===== src/hw/rtl/stq_pkg.sv =====
`default_nettype none

package stq_pkg;

    localparam int DEPTH_DEFAULT = 16;
    localparam int TIME_W        = 48;
    localparam int ID_W          = 16;
    localparam int TAG_W         = 16;
    localparam int MODE_W        = 2;
    localparam int KIND_W        = 2;
    localparam int MAX_FIRE      = 16;
    localparam int FIRE_CNT_W    = $clog2(MAX_FIRE);

    localparam logic [MODE_W-1:0] MODE_DELAY  = 2'd0;
    localparam logic [MODE_W-1:0] MODE_ABS    = 2'd1;
    localparam logic [MODE_W-1:0] MODE_REMOVE = 2'd2;
    localparam logic [MODE_W-1:0] MODE_TICK   = 2'd3;

    localparam logic [KIND_W-1:0] KIND_INSERTED = 2'd0;
    localparam logic [KIND_W-1:0] KIND_EXPIRED  = 2'd1;
    localparam logic [KIND_W-1:0] KIND_REMOVED  = 2'd2;
    localparam logic [KIND_W-1:0] KIND_FULL     = 2'd3;

    typedef enum logic [1:0] {
        OP_HOLD,
        OP_INSERT,
        OP_REMOVE,
        OP_POP
    } cell_op_t;

    typedef struct packed {
        logic [TIME_W-1:0] dl;
        logic [ID_W-1:0]   id;
        logic [TAG_W-1:0]  tag;
    } cell_data_t;

    // Broadcast to every cell of the chain
    typedef struct packed {
        cell_op_t          op;
        logic [TIME_W-1:0] when;
        logic [ID_W-1:0]   id;
        logic [TAG_W-1:0]  tag;
        logic [ID_W-1:0]   tid;
    } cell_cmd_t;

endpackage

`default_nettype wire


===== src/hw/rtl/stq_cell.sv =====
`default_nettype none

module stq_cell (
    input  wire                      clk,
    input  wire                      valid,
    input  wire stq_pkg::cell_cmd_t  cmd,
    input  wire stq_pkg::cell_data_t left_data,
    input  wire                      left_cond,
    input  wire                      seen_in,
    input  wire stq_pkg::cell_data_t right_data,
    output stq_pkg::cell_data_t      data,
    output logic                     cond,
    output logic                     seen_out
);
    import stq_pkg::*;

    cell_data_t data_reg;
    cell_data_t data_next;
    cell_data_t new_data;

    // Insert point: first free slot or first entry due at or after the new one
    assign cond     = !valid || (data_reg.dl >= cmd.when);
    assign seen_out = seen_in || (valid && (data_reg.id == cmd.tid));
    assign data     = data_reg;

    always_comb
    begin
        new_data.dl  = cmd.when;
        new_data.id  = cmd.id;
        new_data.tag = cmd.tag;
        data_next    = data_reg;
        case (cmd.op)
            OP_INSERT:
            begin
                if (left_cond)
                    data_next = left_data;
                else if (cond)
                    data_next = new_data;
            end
            OP_REMOVE:
            begin
                if (seen_out)
                    data_next = right_data;
            end
            OP_POP:
                data_next = right_data;
            default:
                data_next = data_reg;
        endcase
    end

    always_ff @(posedge clk)
    begin
        data_reg <= data_next;
    end

endmodule

`default_nettype wire


===== src/hw/rtl/sorted_timer_event_queue_top.sv =====
// Sorted timer event queue.
//
// Input channel (in_valid/in_ready) carries one command per transfer: mode,
// time_value, action_tag, target_id. Output channel (out_valid/out_ready)
// carries results: kind, entry_id, tag_out, last. cfg_we/cfg_wdata write the
// enable bit; write it only while the block is idle.
//
// Pending entries live in a row of DEPTH cells kept sorted by deadline, the
// earliest at cell 0. Insert shifts later entries one cell right, remove and
// expiry shift entries one cell left, all cells in the same cycle.
//
// Flow: a command is taken on its transfer and applied in the S_EXEC state,
// which waits for a free output register and loads the result into it. A
// tick moves to S_FIRE; when nothing fires (disabled or nothing due) it goes
// back to idle with no result, else it expires the due entries from the head
// (up to 16), each expiry waiting for a free output register. in_ready is high
// only between commands.
// Reset clears the queue (occupancy 0), the id counter and the tick count and
// disables firing. A stalled receiver holds the output register; the block
// then holds its pending step until the result transfers.
`default_nettype none

module sorted_timer_event_queue_top #(
    parameter int DEPTH = stq_pkg::DEPTH_DEFAULT
) (
    input  wire                         clk,
    input  wire                         rst_n,
    input  wire                         cfg_we,
    input  wire                         cfg_wdata,
    input  wire                         in_valid,
    output logic                        in_ready,
    input  wire [stq_pkg::MODE_W-1:0]   mode,
    input  wire [stq_pkg::TIME_W-1:0]   time_value,
    input  wire [stq_pkg::TAG_W-1:0]    action_tag,
    input  wire [stq_pkg::ID_W-1:0]     target_id,
    output logic                        out_valid,
    input  wire                         out_ready,
    output logic [stq_pkg::KIND_W-1:0]  kind,
    output logic [stq_pkg::ID_W-1:0]    entry_id,
    output logic [stq_pkg::TAG_W-1:0]   tag_out,
    output logic                        last
);
    import stq_pkg::*;

    localparam int OCC_W = $clog2(DEPTH + 1);

    typedef enum logic [1:0] {
        S_IDLE,
        S_EXEC,
        S_FIRE
    } state_t;

    state_t                 state_reg, state_next;
    logic [MODE_W-1:0]      mode_reg, mode_next;
    logic [TIME_W-1:0]      when_reg, when_next;
    logic [TAG_W-1:0]       tag_reg, tag_next;
    logic [ID_W-1:0]        tid_reg, tid_next;
    logic [TIME_W-1:0]      now_reg, now_next;
    logic [ID_W-1:0]        next_id_reg, next_id_next;
    logic [OCC_W-1:0]       occ_reg, occ_next;
    logic                   enable_reg, enable_next;
    logic [FIRE_CNT_W-1:0]  fire_cnt_reg, fire_cnt_next;
    logic                   out_valid_reg, out_valid_next;
    logic [KIND_W-1:0]      kind_reg, kind_next;
    logic [ID_W-1:0]        entry_id_reg, entry_id_next;
    logic [TAG_W-1:0]       tag_out_reg, tag_out_next;
    logic                   last_reg, last_next;

    cell_cmd_t              cmd;
    cell_data_t             data_w [DEPTH];
    logic                   valid_w [DEPTH];
    logic                   cond_w [DEPTH];
    logic                   seen_w [DEPTH];

    logic [TIME_W:0]        delay_sum;
    logic                   out_free;
    logic                   full;
    logic                   head_due;
    logic                   second_due;
    logic                   fire_last;
    logic                   load_out;

    // Cell chain: each cell sees its neighbors' data and flags
    for (genvar i = 0; i < DEPTH; i++)
    begin : g_cell
        cell_data_t left_d;
        cell_data_t right_d;
        logic       left_c;
        logic       seen_i;

        assign valid_w[i] = (occ_reg > OCC_W'(i));

        if (i == 0)
        begin : g_head
            assign left_d = '0;
            assign left_c = 1'b0;
            assign seen_i = 1'b0;
        end
        else
        begin : g_body
            assign left_d = data_w[i-1];
            assign left_c = cond_w[i-1];
            assign seen_i = seen_w[i-1];
        end

        if (i == DEPTH - 1)
        begin : g_tail
            assign right_d = '0;
        end
        else
        begin : g_mid
            assign right_d = data_w[i+1];
        end

        stq_cell u_cell (
            .clk        (clk),
            .valid      (valid_w[i]),
            .cmd        (cmd),
            .left_data  (left_d),
            .left_cond  (left_c),
            .seen_in    (seen_i),
            .right_data (right_d),
            .data       (data_w[i]),
            .cond       (cond_w[i]),
            .seen_out   (seen_w[i])
        );
    end

    // Relative deadline, saturated at the top of the time range
    assign delay_sum  = {1'b0, now_reg} + {1'b0, time_value};
    assign out_free   = !out_valid_reg || out_ready;
    assign full       = (occ_reg == OCC_W'(DEPTH));
    assign head_due   = valid_w[0] && (data_w[0].dl <= now_reg);
    assign second_due = valid_w[1] && (data_w[1].dl <= now_reg);
    assign fire_last  = (fire_cnt_reg == FIRE_CNT_W'(MAX_FIRE - 1)) || !second_due;

    always_comb
    begin
        state_next     = state_reg;
        mode_next      = mode_reg;
        when_next      = when_reg;
        tag_next       = tag_reg;
        tid_next       = tid_reg;
        now_next       = now_reg;
        next_id_next   = next_id_reg;
        occ_next       = occ_reg;
        enable_next    = enable_reg;
        fire_cnt_next  = fire_cnt_reg;
        out_valid_next = out_valid_reg && !out_ready;
        kind_next      = kind_reg;
        entry_id_next  = entry_id_reg;
        tag_out_next   = tag_out_reg;
        last_next      = last_reg;
        load_out       = 1'b0;

        cmd.op   = OP_HOLD;
        cmd.when = when_reg;
        cmd.id   = next_id_reg + 1'b1;
        cmd.tag  = tag_reg;
        cmd.tid  = tid_reg;

        if (cfg_we)
            enable_next = cfg_wdata;

        case (state_reg)
            S_IDLE:
            begin
                if (in_valid)
                begin
                    mode_next = mode;
                    tag_next  = action_tag;
                    tid_next  = target_id;
                    if (mode == MODE_DELAY)
                        when_next = delay_sum[TIME_W] ? '1 : delay_sum[TIME_W-1:0];
                    else
                        when_next = time_value;
                    if (mode == MODE_TICK)
                    begin
                        now_next      = now_reg + 1'b1;
                        fire_cnt_next = '0;
                        state_next    = S_FIRE;
                    end
                    else
                        state_next = S_EXEC;
                end
            end
            S_EXEC:
            begin
                if (out_free)
                begin
                    load_out     = 1'b1;
                    tag_out_next = '0;
                    last_next    = 1'b1;
                    if (mode_reg == MODE_REMOVE)
                    begin
                        cmd.op        = OP_REMOVE;
                        kind_next     = KIND_REMOVED;
                        entry_id_next = tid_reg;
                        if (seen_w[DEPTH-1])
                            occ_next = occ_reg - 1'b1;
                    end
                    else if (full)
                    begin
                        kind_next     = KIND_FULL;
                        entry_id_next = '0;
                    end
                    else
                    begin
                        cmd.op        = OP_INSERT;
                        kind_next     = KIND_INSERTED;
                        entry_id_next = cmd.id;
                        next_id_next  = cmd.id;
                        occ_next      = occ_reg + 1'b1;
                    end
                    state_next = S_IDLE;
                end
            end
            S_FIRE:
            begin
                if (!enable_reg || !head_due)
                    state_next = S_IDLE;
                else if (out_free)
                begin
                    load_out      = 1'b1;
                    cmd.op        = OP_POP;
                    kind_next     = KIND_EXPIRED;
                    entry_id_next = data_w[0].id;
                    tag_out_next  = data_w[0].tag;
                    last_next     = fire_last;
                    occ_next      = occ_reg - 1'b1;
                    fire_cnt_next = fire_cnt_reg + 1'b1;
                    if (fire_last)
                        state_next = S_IDLE;
                end
            end
            default:
                state_next = S_IDLE;
        endcase

        if (load_out)
            out_valid_next = 1'b1;
    end

    always_ff @(posedge clk or negedge rst_n)
    begin
        if (!rst_n)
        begin
            state_reg     <= S_IDLE;
            mode_reg      <= MODE_DELAY;
            when_reg      <= '0;
            tag_reg       <= '0;
            tid_reg       <= '0;
            now_reg       <= '0;
            next_id_reg   <= '0;
            occ_reg       <= '0;
            enable_reg    <= 1'b0;
            fire_cnt_reg  <= '0;
            out_valid_reg <= 1'b0;
            kind_reg      <= KIND_INSERTED;
            entry_id_reg  <= '0;
            tag_out_reg   <= '0;
            last_reg      <= 1'b0;
        end
        else
        begin
            state_reg     <= state_next;
            mode_reg      <= mode_next;
            when_reg      <= when_next;
            tag_reg       <= tag_next;
            tid_reg       <= tid_next;
            now_reg       <= now_next;
            next_id_reg   <= next_id_next;
            occ_reg       <= occ_next;
            enable_reg    <= enable_next;
            fire_cnt_reg  <= fire_cnt_next;
            out_valid_reg <= out_valid_next;
            kind_reg      <= kind_next;
            entry_id_reg  <= entry_id_next;
            tag_out_reg   <= tag_out_next;
            last_reg      <= last_next;
        end
    end

    assign in_ready  = (state_reg == S_IDLE);
    assign out_valid = out_valid_reg;
    assign kind      = kind_reg;
    assign entry_id  = entry_id_reg;
    assign tag_out   = tag_out_reg;
    assign last      = last_reg;

    // Occupancy never runs past the chain length
    a_occ_bound: assert property (@(posedge clk) disable iff (!rst_n)
        occ_reg <= OCC_W'(DEPTH))
        else $error("occupancy beyond depth");

    // One command at a time: a transfer closes the input until it is done
    a_one_cmd: assert property (@(posedge clk) disable iff (!rst_n)
        in_valid && in_ready |=> !in_ready)
        else $error("input taken while a command is in progress");

    // A rejected insert leaves the queue and the id counter alone
    a_full_hold: assert property (@(posedge clk) disable iff (!rst_n)
        (state_reg == S_EXEC) && out_free && (mode_reg != MODE_REMOVE) && full
        |=> $stable(occ_reg) && $stable(next_id_reg))
        else $error("full insert changed the queue");

    // Every expiry drops exactly one entry
    a_fire_pop: assert property (@(posedge clk) disable iff (!rst_n)
        load_out && (kind_next == KIND_EXPIRED)
        |=> occ_reg == $past(occ_reg) - 1'b1)
        else $error("expiry did not drop the head");

    // A result that is not the last one is followed by more expiries
    a_more_follow: assert property (@(posedge clk) disable iff (!rst_n)
        out_valid_reg && !last_reg |-> state_reg == S_FIRE)
        else $error("non-last result without a pending expiry");

endmodule

`default_nettype wire

===== config.mk =====
export PLATFORM = sky130hd
export DESIGN_NAME = sorted_timer_event_queue_top
export DESIGN_NICKNAME = d
export VERILOG_FILES = /design/src/hw/rtl/stq_pkg.sv /design/src/hw/rtl/stq_cell.sv /design/src/hw/rtl/sorted_timer_event_queue_top.sv
export SDC_FILE = /design/constraint.sdc
export NUM_CORES = 2
export LEC_CHECK = 0
export BUFFER_PORTS_ARGS = -buffer_cell sky130_fd_sc_hd__buf_2
export CORE_MARGIN = 2
export CORE_UTILIZATION = 45
export DETAILED_ROUTE_END_ITERATION = 8
export PLACE_DENSITY = 0.56
export SYNTH_ARGS = -nofsm -noshare
export SYNTH_HDL_FRONTEND = slang
export SYNTH_SLANG_ARGS = --single-unit

===== constraint.sdc =====
create_clock -name clk -period 27.5 [get_ports clk]
set_input_delay 2.75 -clock clk [delete_from_list [all_inputs] [get_ports clk]]
set_output_delay 2.75 -clock clk [all_outputs]
set_load 0.1 [all_outputs]

==> metrics.txt <==
ys async rst share=around an eighth; final hold violation count=0; hold_sp=tid_reg[9]; largest cells by area after synthesis=edfxtp_1 (40%), ha_1 (12%), mux2i_1 (11%); area added between synthesis and finish=9.008%; #FFs+latches synth=between 1000 and 1500; Final Skew=0.03645 ns; clk sinks=1474; CTS buffer count=~170; worst vdd ir=approximately 0.17 mV; critical path required time=roughly 28 ns; max cap viols=0; Root Buffer Master=clkbuf_16; die span in y=about 470 µm; synthesized cell area=about 0.097 mm²; YS warnings=0; Final HPWL DP=about 230000 µm; Avg Synthesized Cell Area=just over 10 µm²; r2r setup slk=between 15 and 20 ns; total number of vias=approximately 76000; Setup violations, final=0; share of cells above drive strength 1=around 6.5%; Max transition margin=between 10% and 20%; Reg clk slew, reported paths=0.06 ns; worst slew pin tran=approximately 1.3 ns; kind of critical path=reg2reg; Tot GR Track Use=28.74%; status=finished clean; pwr/cell area=roughly 140 mW/mm²; Ports=approximately 130; reg2reg start=now_reg[15]; WL final=321200 µm; min-delay worst type=reg2reg; post-layout min period=between 7 and 8 ns; WHS Endpoint=tid_reg[9]; CP Capture Type=flop; CTS resizes=0; Unique masters post-synth=79; Clock Path Buffers=3; Worst Setup SP=now_reg[15]; die area=between 0.2 and 0.25 mm²; number of synthesized flops with an enable pin=roughly 1300; commonest cells after routing, fill and taps aside=nand2_1 (1516), edfxtp_1 (1280), o21ai_0 (1148), mux2i_1 (1030), ha_1 (924); FP Rows=170; drc violations=0; syn nets=between 10000 and 15000; Final Instance Count excl. Fillers=between 10000 and 15000; commonest non-fill, non-tap cell in the layout=nand2_1; startpoint types=flop; Leak=41.97 nW; Seq/Total Area, Yosys=between 40% and 50%; core area=around 0.21 mm²; H-tree depth=4; WHS Path Cells=2; cells on worst reg2reg path=14; Nets=~10000; Initial DRC Count=between 7000 and 8000; clk_lat worst skew=roughly 0.85 ns; final setup TNS=0 ns; starting density of the core=about 45%; dpl cells=roughly 12000; gr ovfl total=0; via/cell ratio=roughly 6.1; Synth top area share=around two fifths; Synth Flop Type=edfxtp_1; postcts setup bufs=0; fillers=between 15000 and 20000; FMAX=approximately 130 MHz; CTS tree=yes; antenna violations before repair=9; I/O Buffers=approximately 120; synthesized netlist cell count=9497; Detailed Routing Iterations Pass 1=6; largest net degree at the start of global routing=between 200 and 300; Synth area leader=edfxtp_1; hold-fix buffer count after cts=0; worst-path fanout max=237; die width=about 470 µm; drt wl/cell=approximately 26 µm; Final GP Congestion=0.9088; Routed Antenna Nets=0; first-pass GRT wire length=between 400000 and 500000 µm; number of global-route vias before repair=roughly 74000; worst reg2reg path endpoint=g_cell[2].u_cell.data[50]; unrepaired setup endpoints after global routing=no; final period utilization=~29%; count of pins over their slew limit=0; CP arrival=around 8.5 ns; max FFs per register=around 1300
-- worst max-delay path, cell delays in order (launching register included) --
cell	delay [ns]
dfrtp_1	0.45
inv_1	0.12
ha_1	0.37
nand3_1	0.17
nor4_2	0.43
and4_1	0.44
nand2_1	0.09
a311o_1	0.39
a211oi_4	0.42
and3_2	0.86
o21a_4	0.82
buf_4	0.80
buf_12	0.62
buf_4	0.95
o21ai_0	0.28
-- Yosys cell counts (131+ instances only) --
| library cell | count |
|---|---|
| ha_1 | 924 |
| inv_1 | 154 |
| xnor2_1 | 176 |
| edfxtp_1 | 1280 |
| a21oi_1 | 454 |
| dfrtp_1 | 194 |
| nand3_1 | 131 |
| o21ai_0 | 1151 |
| nand2_1 | 1520 |
| a21o_1 | 225 |
| clkbuf_1 | 421 |
| nand4_1 | 177 |
| xor2_1 | 205 |
| mux2i_1 | 1030 |
| nor2_1 | 437 |
-- worst max-delay path by stage --
| stage | to | slack (ns) |
|---|---|---|
| after floorplan | g_cell[12].u_cell.data[0] | 17.05 |
| after global placement | g_cell[10].u_cell.data[55] | 19.35 |
| after detailed placement | g_cell[5].u_cell.data[56] | 19.29 |
| after CTS | g_cell[5].u_cell.data[56] | 19.67 |
| after global routing | g_cell[5].u_cell.data[56] | 19.14 |
| final | g_cell[2].u_cell.data[50] | 19.52 |
-- final cells by class --
cell class	instances	area, µm²	share of cell area, %
antenna	4	10.01	0.009470
clock buffer	258	4841	4.580
timing repair buffer	327	2240	2.119
tap	2838	3551	3.360
sequential	1474	43290	40.96
inverter	154	578.1	0.5469
clock inverter	69	711.9	0.6736
multi-input combinational	7265	50470	47.75
-- routing by layer --
metal	vias up	global-route usage, %	part of all wire (%)	routed length, µm
li1	34970	-	-	-
met1	37740	41.09	46	147800
met2	2368	44.71	45	143000
met3	480	3.219	5.5	17660
met4	8	10.76	4.0	12710
met5	-	0	0.016	52
-- report_power, final --
group | leakage, nW | internal, W | switching [W] | total (W)
logic | 25.2 | 0.00294 | 0.00512 | 0.00806
registers | 14.1 | 0.00384 | 0.000696 | 0.00454
clock network | 2.69 | 0.00130 | 0.00102 | 0.00232
-- per-stage QoR --
stage	area (µm²)	power, W	worst slack [ns]	hold slack, ns	utilization [%]
4_1_cts	105700	0.01486	19.67	0.4826	49.29
2_1_floorplan	96960	0.009912	17.05	0.4596	-
3_3_place_gp	100100	0.01230	19.35	0.4598	46.70
3_5_place_dp	100100	0.01251	19.29	0.4683	46.70
6_report	105700	0.01492	19.52	0.4737	49.30
5_1_grt	105700	0.01585	19.14	0.5069	49.30
-- cells by family (layout without fill, tap and decap cells) --
logic type      Yosys count  in the layout  share of synthesized area [%]
compound gates         2340           2340                          14.08
simple gates           2588           2588                          11.49
other cells               0              4                              0
mux                    1031           1031                          10.64
xor+xnor                381            381                          3.442
buf+inv                 758            808                          3.746
flops                  1474           1474                          44.65
fa+ha+maj               925            925                          11.94
Power figures use the tool's default switching activity.
